**config.mk**
```make
export PLATFORM = sky130hd
export DESIGN_NAME = wav_pcm16_mono_stream_parser_unit
export DESIGN_NICKNAME = d
export VERILOG_FILES = /design/src/hw/rtl/wavp_pkg.sv /design/src/hw/rtl/wav_pcm16_mono_stream_parser_unit.sv
export VERILOG_INCLUDE_DIRS = /design/src /design/src/hw/rtl
export SDC_FILE = /design/constraint.sdc
export NUM_CORES = 1
export LEC_CHECK = 0
export ABC_AREA = 1
export ABC_CLOCK_PERIOD_IN_PS = 9700
export BUFFER_PORTS_ARGS = -buffer_cell sky130_fd_sc_hd__clkbuf_2
export CORE_MARGIN = 2
export CORE_UTILIZATION = 45
export CTS_CLUSTER_SIZE = 12
export DETAILED_ROUTE_END_ITERATION = 8
export PLACE_DENSITY = 0.64
export RECOVER_POWER = 50
export REMOVE_ABC_BUFFERS = 1
export SLEW_MARGIN = 20
export SYNTH_ARGS = -nofsm -noshare
export SYNTH_HDL_FRONTEND = slang
export SYNTH_SLANG_ARGS = --single-unit
```
**constraint.sdc**
```tcl
create_clock -name clk -period 9.7 [get_ports clk]
set_input_delay 0.485 -clock clk [delete_from_list [all_inputs] [get_ports clk]]
set_output_delay 0.485 -clock clk [all_outputs]
set_load 0.03 [all_outputs]
```
**src/hw/rtl/wav_pcm16_mono_stream_parser_unit_defines.svh**
```systemverilog
// Assertion macros for the WAVE stream parser.
// Included by the top level, which supplies the clock and the active-low reset.
`ifndef WAV_PCM16_MONO_STREAM_PARSER_UNIT_DEFINES_SVH
`define WAV_PCM16_MONO_STREAM_PARSER_UNIT_DEFINES_SVH

// The consequent must hold in the same cycle as the antecedent.
`define WAVP_ASSERT_NOW(label, clk, rst_n, ante, cons, msg) \
  label: assert property (@(posedge clk) disable iff (!rst_n) (ante) |-> (cons)) \
    else $error(msg);

// The consequent must hold in the cycle after the antecedent.
`define WAVP_ASSERT_NEXT(label, clk, rst_n, ante, cons, msg) \
  label: assert property (@(posedge clk) disable iff (!rst_n) (ante) |=> (cons)) \
    else $error(msg);

`endif

```
**src/hw/rtl/wavp_pkg.sv**
```systemverilog
// Shared types, codes and constants for the WAVE stream parser.
// Has no dependencies; the top level refers to it by scoped names.
`default_nettype none

package wavp_pkg;

  typedef enum logic [3:0] {
    ST_OK        = 4'd0,
    ST_SMALL     = 4'd1,
    ST_TAG       = 4'd2,
    ST_OVERRUN   = 4'd3,
    ST_FMT_SMALL = 4'd4,
    ST_MISSING   = 4'd5,
    ST_NOT_PCM   = 4'd6,
    ST_NOT_MONO  = 4'd7,
    ST_NOT_16BIT = 4'd8,
    ST_RATE      = 4'd9,
    ST_DATA_SIZE = 4'd10,
    ST_TWO_DATA  = 4'd11
  } status_t;

  typedef enum logic [1:0] {
    KIND_OTHER = 2'd0,
    KIND_FMT   = 2'd1,
    KIND_DATA  = 2'd2
  } chunk_kind_t;

  typedef enum logic {
    RK_SAMPLE = 1'b0,
    RK_STATUS = 1'b1
  } result_kind_t;

  typedef struct packed {
    result_kind_t kind;
    logic [15:0]  sample;
    status_t      status;
    logic [30:0]  rate;
    logic         end_of_run;
  } result_t;

  localparam logic [31:0] ID_FMT        = 32'h2074_6D66;
  localparam logic [31:0] ID_DATA       = 32'h6174_6164;
  localparam logic [31:0] FMT_MIN_SIZE  = 32'd16;
  localparam logic [3:0]  HDR_LEN       = 4'd12;
  localparam logic [4:0]  FMT_FIELD_END = 5'd16;

  // Result queue depth; a power of two so that the pointers wrap naturally.
  localparam int QUEUE_DEPTH = 4;

  function automatic logic tag_checked(input logic [3:0] pos);
    tag_checked = (pos < 4'd4) || (pos >= 4'd8);
  endfunction

  function automatic logic [7:0] tag_byte(input logic [3:0] pos);
    unique case (pos)
      4'd0:    tag_byte = 8'h52;
      4'd1:    tag_byte = 8'h49;
      4'd2:    tag_byte = 8'h46;
      4'd3:    tag_byte = 8'h46;
      4'd8:    tag_byte = 8'h57;
      4'd9:    tag_byte = 8'h41;
      4'd10:   tag_byte = 8'h56;
      4'd11:   tag_byte = 8'h45;
      default: tag_byte = 8'h00;
    endcase
  endfunction

endpackage

`default_nettype wire

```
**src/hw/rtl/wav_pcm16_mono_stream_parser_unit.sv**
```systemverilog
// A byte is held in the input register on acceptance and its results are written from there
// into the result queue once it has room for two; the queue head drives the outputs.
// Throughput: one byte per cycle while the four-entry result queue keeps room for
// two results; a byte that yields a sample and the status needs two output words.
// Reset: synchronous, active low; clears the parser state and empties the queue.
// Depends on wavp_pkg and the assertion macros in wav_pcm16_mono_stream_parser_unit_defines.svh.
`default_nettype none
`include "wav_pcm16_mono_stream_parser_unit_defines.svh"

module wav_pcm16_mono_stream_parser_unit (
  input  wire logic               clk,
  input  wire logic               rst_n,
  input  wire logic               in_valid,
  output      logic               in_stall,
  input  wire logic [7:0]         in_file_byte,
  input  wire logic               in_final_byte,
  output      logic               out_valid,
  input  wire logic               out_stall,
  output      logic               out_result_kind,
  output      logic signed [15:0] out_sample_value,
  output      logic [3:0]         out_status_code,
  output      logic [30:0]        out_sample_rate,
  output      logic               out_end_of_run
);

  localparam int QDEPTH = wavp_pkg::QUEUE_DEPTH;
  localparam int QPTR_W = $clog2(QDEPTH);
  localparam int QCNT_W = $clog2(QDEPTH + 1);
  localparam logic [QCNT_W-1:0] QROOM = QCNT_W'(QDEPTH - 2);

  // Input register.
  logic       s1_vld_r;
  logic [7:0] s1_byte_r;
  logic       s1_fin_r;
  logic       go;

  // Parser state.
  logic [3:0]            hp_r, hp_nxt;
  logic                  tag_bad_r, tag_bad_nxt;
  logic [55:0]           shift_r, shift_nxt;
  logic [2:0]            hcnt_r, hcnt_nxt;
  logic [31:0]           left_r, left_nxt;
  wavp_pkg::chunk_kind_t kind_r, kind_nxt;
  logic                  pad_r, pad_nxt;
  logic [4:0]            fofs_r, fofs_nxt;
  logic [31:0]           rate_r, rate_nxt;
  logic                  fmt_ok_r, fmt_ok_nxt;
  logic                  chan_ok_r, chan_ok_nxt;
  logic                  bits_ok_r, bits_ok_nxt;
  logic                  small_r, small_nxt;
  logic                  have_fmt_r, have_fmt_nxt;
  logic [1:0]            dcnt_r, dcnt_nxt;
  logic [31:0]           dlen_r, dlen_nxt;
  logic                  hold_vld_r, hold_vld_nxt;
  logic [7:0]            hold_r, hold_nxt;
  wavp_pkg::status_t     err_r, err_nxt;

  logic [31:0]       hdr_id;
  logic [31:0]       hdr_size;
  logic              empty_body;
  wavp_pkg::status_t st;

  logic              smp_push;
  logic [15:0]       smp_val;
  logic              stat_push;
  wavp_pkg::result_t smp_res;
  wavp_pkg::result_t stat_res;

  // Result queue.
  wavp_pkg::result_t q_r [QDEPTH];
  logic [QPTR_W-1:0] wr_r, wr_nxt;
  logic [QPTR_W-1:0] rd_r, rd_nxt;
  logic [QCNT_W-1:0] qcnt_r, qcnt_nxt;
  logic [QPTR_W-1:0] stat_addr;
  logic              pop;
  wavp_pkg::result_t head;

  assign go       = s1_vld_r && (qcnt_r <= QROOM);
  assign in_stall = s1_vld_r && !go;

  always_ff @(posedge clk) begin
    if (!rst_n) begin
      s1_vld_r <= 1'b0;
    end else if (!in_stall) begin
      s1_vld_r <= in_valid;
    end
  end

  always_ff @(posedge clk) begin
    if (!in_stall) begin
      s1_byte_r <= in_file_byte;
      s1_fin_r  <= in_final_byte;
    end
  end

  always_comb begin
    hp_nxt       = hp_r;
    tag_bad_nxt  = tag_bad_r;
    shift_nxt    = shift_r;
    hcnt_nxt     = hcnt_r;
    left_nxt     = left_r;
    kind_nxt     = kind_r;
    pad_nxt      = pad_r;
    fofs_nxt     = fofs_r;
    rate_nxt     = rate_r;
    fmt_ok_nxt   = fmt_ok_r;
    chan_ok_nxt  = chan_ok_r;
    bits_ok_nxt  = bits_ok_r;
    small_nxt    = small_r;
    have_fmt_nxt = have_fmt_r;
    dcnt_nxt     = dcnt_r;
    dlen_nxt     = dlen_r;
    hold_vld_nxt = hold_vld_r;
    hold_nxt     = hold_r;
    err_nxt      = err_r;
    hdr_id       = shift_r[31:0];
    hdr_size     = {s1_byte_r, shift_r[55:32]};
    empty_body   = 1'b0;
    st           = wavp_pkg::ST_OK;
    smp_push     = 1'b0;
    smp_val      = {s1_byte_r, hold_r};
    stat_push    = 1'b0;

    if (go) begin
      if (hp_r < wavp_pkg::HDR_LEN) begin
        if (wavp_pkg::tag_checked(hp_r) && (s1_byte_r != wavp_pkg::tag_byte(hp_r))) begin
          tag_bad_nxt = 1'b1;
        end
        hp_nxt = hp_r + 4'd1;
        if (hp_nxt == wavp_pkg::HDR_LEN) begin
          if (tag_bad_nxt) begin
            err_nxt = wavp_pkg::ST_TAG;
          end
          tag_bad_nxt = 1'b0;
        end
      end else if (err_r == wavp_pkg::ST_OK) begin
        if (left_r != 32'd0) begin
          if (kind_r == wavp_pkg::KIND_FMT) begin
            if (fofs_r < wavp_pkg::FMT_FIELD_END) begin
              unique case (fofs_r)
                5'd0:    fmt_ok_nxt  = (s1_byte_r == 8'd1);
                5'd1:    fmt_ok_nxt  = fmt_ok_r && (s1_byte_r == 8'd0);
                5'd2:    chan_ok_nxt = (s1_byte_r == 8'd1);
                5'd3:    chan_ok_nxt = chan_ok_r && (s1_byte_r == 8'd0);
                5'd4:    rate_nxt[7:0]   = s1_byte_r;
                5'd5:    rate_nxt[15:8]  = s1_byte_r;
                5'd6:    rate_nxt[23:16] = s1_byte_r;
                5'd7:    rate_nxt[31:24] = s1_byte_r;
                5'd14:   bits_ok_nxt = (s1_byte_r == 8'd16);
                5'd15:   bits_ok_nxt = bits_ok_r && (s1_byte_r == 8'd0);
                default: fofs_nxt = fofs_r;
              endcase
              fofs_nxt = fofs_r + 5'd1;
            end
          end else if (kind_r == wavp_pkg::KIND_DATA) begin
            if (hold_vld_r) begin
              smp_push     = 1'b1;
              hold_vld_nxt = 1'b0;
            end else begin
              hold_vld_nxt = 1'b1;
              hold_nxt     = s1_byte_r;
            end
          end
          left_nxt = left_r - 32'd1;
          if ((left_r == 32'd1) && (kind_r == wavp_pkg::KIND_FMT)) begin
            if (small_r) begin
              err_nxt = wavp_pkg::ST_FMT_SMALL;
            end else begin
              have_fmt_nxt = 1'b1;
            end
            small_nxt = 1'b0;
          end
        end else if (pad_r) begin
          pad_nxt = 1'b0;
        end else if (hcnt_r == 3'd7) begin
          shift_nxt    = '0;
          hcnt_nxt     = 3'd0;
          left_nxt     = hdr_size;
          pad_nxt      = hdr_size[0];
          hold_vld_nxt = 1'b0;
          empty_body   = (hdr_size == 32'd0);
          if (hdr_id == wavp_pkg::ID_FMT) begin
            kind_nxt  = wavp_pkg::KIND_FMT;
            fofs_nxt  = 5'd0;
            small_nxt = (hdr_size < wavp_pkg::FMT_MIN_SIZE);
          end else if (hdr_id == wavp_pkg::ID_DATA) begin
            kind_nxt = wavp_pkg::KIND_DATA;
            if (dcnt_r != 2'd0) begin
              dcnt_nxt = 2'd2;
              err_nxt  = wavp_pkg::ST_TWO_DATA;
            end else begin
              dcnt_nxt = 2'd1;
              dlen_nxt = hdr_size;
            end
          end else begin
            kind_nxt = wavp_pkg::KIND_OTHER;
          end
          if (empty_body && (kind_nxt == wavp_pkg::KIND_FMT)) begin
            if (small_nxt) begin
              err_nxt = wavp_pkg::ST_FMT_SMALL;
            end else begin
              have_fmt_nxt = 1'b1;
            end
            small_nxt = 1'b0;
          end
        end else begin
          shift_nxt = shift_r | (56'(s1_byte_r) << {hcnt_r, 3'b000});
          hcnt_nxt  = hcnt_r + 3'd1;
        end
      end

      if (s1_fin_r) begin
        stat_push = 1'b1;
        priority if (hp_nxt < wavp_pkg::HDR_LEN) begin
          st = wavp_pkg::ST_SMALL;
        end else if (err_nxt != wavp_pkg::ST_OK) begin
          st = err_nxt;
        end else if (left_nxt != 32'd0) begin
          st = wavp_pkg::ST_OVERRUN;
        end else if (!have_fmt_nxt || (dcnt_nxt == 2'd0)) begin
          st = wavp_pkg::ST_MISSING;
        end else if (!fmt_ok_nxt) begin
          st = wavp_pkg::ST_NOT_PCM;
        end else if (!chan_ok_nxt) begin
          st = wavp_pkg::ST_NOT_MONO;
        end else if (!bits_ok_nxt) begin
          st = wavp_pkg::ST_NOT_16BIT;
        end else if ((rate_nxt == 32'd0) || rate_nxt[31]) begin
          st = wavp_pkg::ST_RATE;
        end else if ((dlen_nxt < 32'd2) || dlen_nxt[0]) begin
          st = wavp_pkg::ST_DATA_SIZE;
        end else begin
          st = wavp_pkg::ST_OK;
        end

        hp_nxt       = 4'd0;
        tag_bad_nxt  = 1'b0;
        shift_nxt    = '0;
        hcnt_nxt     = 3'd0;
        left_nxt     = 32'd0;
        kind_nxt     = wavp_pkg::KIND_OTHER;
        pad_nxt      = 1'b0;
        fofs_nxt     = 5'd0;
        rate_nxt     = 32'd0;
        fmt_ok_nxt   = 1'b0;
        chan_ok_nxt  = 1'b0;
        bits_ok_nxt  = 1'b0;
        small_nxt    = 1'b0;
        have_fmt_nxt = 1'b0;
        dcnt_nxt     = 2'd0;
        dlen_nxt     = 32'd0;
        hold_vld_nxt = 1'b0;
        hold_nxt     = 8'd0;
        err_nxt      = wavp_pkg::ST_OK;
      end
    end
  end

  always_ff @(posedge clk) begin
    if (!rst_n) begin
      hp_r       <= 4'd0;
      tag_bad_r  <= 1'b0;
      shift_r    <= '0;
      hcnt_r     <= 3'd0;
      left_r     <= 32'd0;
      kind_r     <= wavp_pkg::KIND_OTHER;
      pad_r      <= 1'b0;
      fofs_r     <= 5'd0;
      rate_r     <= 32'd0;
      fmt_ok_r   <= 1'b0;
      chan_ok_r  <= 1'b0;
      bits_ok_r  <= 1'b0;
      small_r    <= 1'b0;
      have_fmt_r <= 1'b0;
      dcnt_r     <= 2'd0;
      dlen_r     <= 32'd0;
      hold_vld_r <= 1'b0;
      hold_r     <= 8'd0;
      err_r      <= wavp_pkg::ST_OK;
    end else begin
      hp_r       <= hp_nxt;
      tag_bad_r  <= tag_bad_nxt;
      shift_r    <= shift_nxt;
      hcnt_r     <= hcnt_nxt;
      left_r     <= left_nxt;
      kind_r     <= kind_nxt;
      pad_r      <= pad_nxt;
      fofs_r     <= fofs_nxt;
      rate_r     <= rate_nxt;
      fmt_ok_r   <= fmt_ok_nxt;
      chan_ok_r  <= chan_ok_nxt;
      bits_ok_r  <= bits_ok_nxt;
      small_r    <= small_nxt;
      have_fmt_r <= have_fmt_nxt;
      dcnt_r     <= dcnt_nxt;
      dlen_r     <= dlen_nxt;
      hold_vld_r <= hold_vld_nxt;
      hold_r     <= hold_nxt;
      err_r      <= err_nxt;
    end
  end

  // An ok status cannot follow a byte that alters the rate, so the stored rate is current.
  always_comb begin
    smp_res            = '0;
    smp_res.kind       = wavp_pkg::RK_SAMPLE;
    smp_res.sample     = smp_val;
    smp_res.status     = wavp_pkg::ST_OK;
    stat_res           = '0;
    stat_res.kind      = wavp_pkg::RK_STATUS;
    stat_res.status    = st;
    stat_res.rate      = (st == wavp_pkg::ST_OK) ? rate_r[30:0] : 31'd0;
    stat_res.end_of_run = 1'b1;
  end

  assign pop       = out_valid && !out_stall;
  assign stat_addr = smp_push ? (wr_r + QPTR_W'(1)) : wr_r;
  assign wr_nxt    = wr_r + QPTR_W'(smp_push) + QPTR_W'(stat_push);
  assign rd_nxt    = rd_r + QPTR_W'(pop);
  assign qcnt_nxt  = qcnt_r + QCNT_W'(smp_push) + QCNT_W'(stat_push) - QCNT_W'(pop);

  always_ff @(posedge clk) begin
    if (smp_push) begin
      q_r[wr_r] <= smp_res;
    end
    if (stat_push) begin
      q_r[stat_addr] <= stat_res;
    end
  end

  always_ff @(posedge clk) begin
    if (!rst_n) begin
      wr_r   <= '0;
      rd_r   <= '0;
      qcnt_r <= '0;
    end else begin
      wr_r   <= wr_nxt;
      rd_r   <= rd_nxt;
      qcnt_r <= qcnt_nxt;
    end
  end

  assign head             = q_r[rd_r];
  assign out_valid        = (qcnt_r != '0);
  assign out_result_kind  = head.kind;
  assign out_sample_value = head.sample;
  assign out_status_code  = head.status;
  assign out_sample_rate  = head.rate;
  assign out_end_of_run   = head.end_of_run;

  `WAVP_ASSERT_NOW(a_qcnt_bound, clk, rst_n, 1'b1, qcnt_r <= QCNT_W'(QDEPTH), "queue overfilled")
  `WAVP_ASSERT_NOW(a_status_shape, clk, rst_n, out_valid && (out_result_kind == wavp_pkg::RK_STATUS), out_end_of_run && (out_sample_value == 16'sd0), "malformed status word")
  `WAVP_ASSERT_NEXT(a_fin_resets, clk, rst_n, go && s1_fin_r, (hp_r == 4'd0) && (err_r == wavp_pkg::ST_OK), "parser not reset after final byte")
  `WAVP_ASSERT_NEXT(a_err_holds, clk, rst_n, !(go && s1_fin_r) && (err_r != wavp_pkg::ST_OK), err_r == $past(err_r), "latched error changed")

endmodule

`default_nettype wire
```
==> impl_metrics.tcl, run 1 <==
set metrics [dict create \
    outcome "complete, but fails checks" \
    failed_checks "max-capacitance violations, max-slew violations" \
    path_class "register to output port" \
    synth_area_leaders "dfxtp_1 25%, edfxtp_1 20%, nand2_1 12%, nor2_1 6.3%, a21oi_1 5.0%" \
    chipHeight_um 225 \
    synth.avg_cell_area_um2 7.50 \
    hpwlAfterDp_mm 40.2 \
    slew_viol_final 328 \
    topRoutingLayerUsed "met4" \
    path_max_fanout 106 \
    wl_per_cell_um 17.9 \
    postCtsHoldBufs 0 \
    cpMostUsedCell "clkbuf_1" \
    cts_buffer_depth 3 \
    routed_via_density 5.49 \
    synthCells 2935 \
    yosysSeqAreaShare 0.449 \
    fin_nets 2958 \
    cts-buffers-inserted 48 \
    min_period_over_period 0.770 \
    switchingPower_mw 1.57 \
    tns_ps 0 \
    worstMarginPinSlew_ps 4630 \
    seq_power_share 0.409 \
    synth_seq_cells 419 \
    areaGrowthSynthToFinish_pct 9.41 \
    cts_sinks 419 \
    max_cap_violations 6 \
    wl_met1_mm 28.1 \
    clock_latency_ps 610 \
    postCtsSetupBuffers 0 \
    crit_chain "clkbuf_1 > inv_1 > buf_4 > o21ai_0 > o22ai_1 > clkbuf_1" \
    crit_slowest_cell "clkbuf_1" \
    via_count 19700 \
    clockRootBuffer "clkbuf_16" \
    p_leak_nw 9.01 \
    powerDensity_nw_per_um2 195 \
    yosysTopAreaCell "dfxtp_1" \
    rows 81 \
    synth_top_area_share 0.246 \
    grt_pass1_vias 18600 \
    start_util 0.452 \
    slew-limit-headroom -2.09 \
    intPower_mw 3.12 \
    drive_gt1_frac 0.0949 \
    hold_slack_ps 62.7 \
    dr.pass1.iters 6 \
    ys.warnings.count 0 \
    synth_cell_type_count 54 \
    globalRouteOverflowTotal 0 \
    cp.required_ps 9220 \
    antenna_found_initial 0 \
    p_clk_frac 0.377 \
    critPathCaptureType "output port" \
    rsz0062_at_grt "no" \
    gp_congestion 0.915 \
    track_usage 0.251 \
    cts_resized 0 \
    critPathLaunchType "register" \
    n_antenna_cell 0 \
    critPathArrivalTime_ps 6990 \
    skew_ps 23.1 \
    first_iter_violations 1846 \
    cpPeakStageDelay_ps 3210 \
    cts_tree "done" \
    swShare 0.335 \
    ios 68 \
    synth-edff-count 149 \
    met2_length_mm 30.2 \
    fmax_mhz 134 \
    ys.flop_type "dfxtp_1" \
    multi_input_area_um2 10300 \
    setup_viol 0 \
    combPwrFrac 0.214 \
    synth_area_um2 22000 \
    crit_family "buffers and inverters" \
    min_path_type "input port to register" \
    core-area_um2 48600 \
    cp_num_buf_inv 4 \
    met3WireLength_mm 3.76 \
    min_period_ps 7470 \
    setup_ws_ps 2230 \
    ir_drop_mv 0.126 \
    drc 0 \
    io_buffers 67 \
    hold_violations 0 \
    htreeDepth 2 \
    nFillCells 4699 \
    dieArea_um2 50700 \
    place_ws_ps 3380 \
    path_clk_slew_ps 60 \
    wirelength_mm 64.1 \
    grt_start_max_net_pins 107 \
    die_x_um 225 \
    seq_area_um2 9880 \
    grt_pass1_wl_mm 101 \
    antenna_left 0 \
    synthArstFlopShare 0 \
]
-- per-stage QoR --
stage | cells | utilization | power (mW) | instance area, µm²
final | 3582 | 0.495 | 4.70 | 24100
after global routing | 3582 | 0.495 | 4.87 | 24100
after CTS | 3582 | 0.498 | 4.75 | 24200
after detailed placement | 3495 | 0.466 | 2.98 | 22700
after global placement | 3495 | 0.466 | 2.96 | 22700
after floorplan | 2771 | - | 2.62 | 21300
-- cell usage after synthesis (7+ instances only) --
cell,count
nor3_1,21
o22ai_1,61
a21oi_1,219
a21boi_1,8
o211ai_1,8
nand3_1,146
nor2_1,369
inv_1,266
a21boi_0,9
nor2_2,102
clkinv_1,8
o21ai_1,7
buf_1,9
clkbuf_1,123
nand4_1,73
inv_2,11
a2bb2oi_1,21
nand2_1,710
buf_2,18
dfxtp_1,270
edfxtp_1,149
o21ai_0,175
a211oi_1,14
ha_1,19
nand3_4,30
xor2_1,12
-- cell type report --
class / instances / share of cell area
clock buffers: 75 / 0.0591
clock inverters: 12 / 0.00499
inverters: 285 / 0.0445
multi-input cells: 2067 / 0.428
flip-flops and latches: 419 / 0.410
well taps: 622 / 0.0323
repair buffers: 102 / 0.0208
-- worst paths after layout --
| check | from | endpoint | slack (ps) | cells after the start |
|---|---|---|---|---|
| setup / recovery | rd_r[0] | out_sample_rate[16] | 2230 | 6 |
| hold / removal | in_file_byte[2] | s1_byte_r[2] | 60 | 1 |
| setup reg to reg | qcnt_r[1] | register | 2240 | 15 |
| hold reg to reg | shift_r[5] | shift_r[5] | 450 | 2 |
-- cell usage in the layout, fill, tap and decap left out, types with 4 or more instances in the layout --
cell,instances
a211oi_1,14
a21boi_0,9
a21boi_1,8
a21oi_1,219
a2bb2oi_1,21
buf_4,27
clkbuf_1,77
clkbuf_16,49
clkbuf_2,14
clkbuf_8,10
clkinv_1,15
clkinv_2,5
dfxtp_1,269
edfxtp_1,149
ha_1,19
inv_1,265
inv_2,7
nand2_1,710
nand2_2,5
nand2_4,4
nand3_1,146
nand3_2,5
nand3_4,30
nand4_1,73
nor2_1,369
nor2_2,103
nor3_1,22
nor3b_1,4
o211ai_1,8
o21ai_0,175
o21ai_1,7
o22ai_1,61
xnor2_1,6
xor2_1,12
-- registers in the layout, indices dropped and copies added (netlist names), 3 cells and up, named ones only --
register / flops
dlen_r: 32
err_r: 4
fofs_r: 5
hcnt_r: 3
hold_r: 8
hp_r: 4
left_r: 32
q_r: 208
qcnt_r: 3
rate_r: 32
s1_byte_r: 8
shift_r: 56
-- power groups by stage --
| stage | clock network, mW | registers [mW] | logic [mW] |
|---|---|---|---|
| floorplan | 0 | 1.97 | 0.644 |
| global placement | 0 | 1.95 | 1.01 |
| detailed placement | 0 | 1.96 | 1.02 |
| CTS | 1.81 | 1.92 | 1.02 |
| global route | 1.86 | 1.92 | 1.09 |
| finish | 1.77 | 1.92 | 1.01 |
-- cell families after synthesis --
| group | after synthesis | share of synthesized area |
|---|---|---|
| flops | 419 | 0.449 |
| xor+xnor | 18 | 0.00716 |
| simple gates | 1488 | 0.312 |
| buf+inv | 449 | 0.0825 |
| compound gates | 539 | 0.136 |
| fa+ha+maj | 22 | 0.0135 |
-- layer usage --
metal  track usage  vias up
li1              -     9648
met3        0.0275      124
met1         0.335     9289
met5             0        -
met2         0.425      613
met4        0.0874        0
-- worst register-to-register path, stage by stage (launching register included) --
cell,delay (ps)
dfxtp_1,290
inv_1,140
ha_1,180
nor2_1,50
nor2_1,110
clkbuf_1,580
inv_1,570
buf_4,570
nor2_1,220
clkbuf_1,2590
inv_1,230
clkbuf_1,900
o22ai_1,460
nand2_1,150
nand2_1,180
o31ai_1,90
No activity file was read; power rests on OpenSTA's default activity.
==> run 2, diff against run 1 <==
--- a/config.mk
+++ b/config.mk
@@ -7,7 +7,7 @@
 export NUM_CORES = 1
 export LEC_CHECK = 0
 export ABC_AREA = 1
-export ABC_CLOCK_PERIOD_IN_PS = 9700
+export ABC_CLOCK_PERIOD_IN_PS = 7300
 export BUFFER_PORTS_ARGS = -buffer_cell sky130_fd_sc_hd__clkbuf_2
 export CORE_MARGIN = 2
 export CORE_UTILIZATION = 45
==> constraint.sdc (replaced) <==
create_clock -name clk -period 7.3 [get_ports clk]
set_input_delay 0.365 -clock clk [delete_from_list [all_inputs] [get_ports clk]]
set_output_delay 0.365 -clock clk [all_outputs]
set_load 0.03 [all_outputs]
==> run 2 against run 1 <==
Net effect:
- the flow still finishes with violations (max-capacitance violations, max-slew violations)
- clock skew shrank 3.6 ps
- global-route usage is 0.11 points higher
- critical endpoint is now q_r[0][3]
- register-to-register slack lost 1300 ps
- flip-flop and latch count unchanged
==> impl_metrics.tcl, run 2 (synthesis results as in run 1) <==
set metrics [dict create \
    regMostFlops "q_r" \
    top_regs "q_r: 208 flops, shift_r: 56 flops" \
    cpPeakStageDelay_ps 1800 \
    worstMarginPinSlew_ps 4590 \
    routed_via_density 5.50 \
    grt_pass1_vias 18700 \
    cts_sinks 419 \
    critPathLaunchType "register" \
    cts-buffers-inserted 48 \
    clockRootBuffer "clkbuf_16" \
    failed_checks "max-capacitance violations, max-slew violations" \
    crit_slowest_cell "clkbuf_1" \
    fmax_mhz 157 \
    cts_buffer_depth 3 \
    design_area_um2 24200 \
    grt_pass1_wl_mm 101 \
    ios 68 \
    cp_num_buf_inv 6 \
    rsz0062_at_grt "no" \
    postCtsSetupBuffers 0 \
    min_path_type "input port to register" \
    total_power_mw 6.31 \
    postCtsHoldBufs 10 \
    antenna_left 0 \
    slew-limit-headroom -2.06 \
    powerDensity_nw_per_um2 261 \
    ir_drop_mv 0.262 \
    setup_viol 0 \
    wl_per_cell_um 17.9 \
    layout_common_cells "711 x nand2_1, 370 x nor2_1, 270 x dfxtp_1" \
    dr.pass1.iters 6 \
    antenna_found_initial 0 \
    critPathArrivalTime_ps 6510 \
    gp_congestion 0.910 \
    place_area_um2 22700 \
    drc 0 \
    skew_ps 19.5 \
    critPathCaptureType "register" \
    path_clk_slew_ps 60 \
    cts_resized 0 \
    io_buffers 67 \
    start_util 0.452 \
    slew_viol_final 432 \
    r2r_cells 17 \
    wirelength_mm 64.2 \
    track_usage 0.253 \
    final_common_cell "nand2_1" \
    tns_ps 0 \
    cp.depth 17 \
    dieArea_um2 50700 \
    hold_violations 0 \
    core-area_um2 48600 \
    grt_start_max_net_pins 105 \
    cp.required_ps 7450 \
    crit_chain "nor2_2 > nand2_1 > nor2_1 > nand2_2 > nor2_1 > inv_1 > nor3_1 > clkinv_1 > nor2_1 > a21oi_1 > inv_1 > nand2_1 > nor2_2 > buf_4 > inv_1 > nand2_1 > clkbuf_1" \
    p_leak_nw 8.86 \
    globalRouteOverflowTotal 0 \
    hold_depth 3 \
    rows 81 \
    hpwlAfterDp_mm 39.8 \
    first_iter_violations 1635 \
    hold_slack_ps 204 \
    die_x_um 225 \
    outcome "complete, but fails checks" \
    path_max_fanout 37 \
    n_antenna_cell 0 \
    via_count 19700 \
    min_period_ps 6360 \
    areaGrowthSynthToFinish_pct 10.1 \
    largest_reg_flops 208 \
    max_cap_violations 8 \
    chipHeight_um 225 \
    fin_nets 2967 \
    min_period_over_period 0.872 \
    clock_latency_ps 600 \
    path_class "register to register" \
    htreeDepth 2 \
    final_util 0.498 \
    drive_gt1_frac 0.0940 \
    cts_tree "done" \
    crit_family "simple AND/OR/NAND/NOR gates" \
]
[run 2: cell types whose count changed in the layout (fill, tap and decap cells not counted), sizes merged]
| cell | delta |
|---|---|
| buf | -1 |
| clkinv | -5 |
| clkinvlp | +1 |
| dlygate4sd3 | +10 |
| clkbuf | -2 |
| inv | +3 |
| bufinv | +3 |
[run 2: worst paths after layout]
check / endpoint / slack (ps) / start
max: q_r[0][3] / 940 / err_r[0]
min: qcnt_r[1] / 200 / rst_n
min reg2reg: shift_r[21] / 450 / shift_r[21]
max reg2reg: q_r[0][3] / 940 / err_r[0]
[run 2: power by group]
| part | internal [mW] | switching, mW |
|---|---|---|
| clock network | 1.46 | 0.986 |
| logic | 0.284 | 1.01 |
| registers | 2.48 | 0.0869 |
[run 2: final cells by class]
type | count | area [µm²]
Clock buffer | 73 | 1400
Clock inverter | 14 | 190
Fill cell | 4723 | 24400
Inverter | 285 | 1070
Multi-Input combinational cell | 2067 | 10300
Sequential cell | 419 | 9880
Tap cell | 622 | 778
Timing Repair Buffer | 111 | 611
[run 2: layer usage]
layer,GRT usage,vias up,part of all wire
met5,0,-,0
met4,0.0884,0,0.031
met3,0.0342,127,0.066
met2,0.425,678,0.47
met1,0.333,9295,0.43
li1,-,9648,-
[run 2: per-stage QoR]
step | instances | setup WS (ps)
2_1_floorplan | 2771 | 305
3_3_place_gp | 3493 | 1720
3_5_place_dp | 3493 | 1580
4_1_cts | 3590 | 1470
5_1_grt | 3591 | 498
6_report | 3591 | 935
[run 2: worst reg2reg max path: cells and delay by family, from the launching register on]
family                 cells  cell delay [ps]
AO/OA/AOI/OAI              1               60
buffers and inverters      6             2670
flip-flops                 1              340
AND/OR/NAND/NOR           10             2820
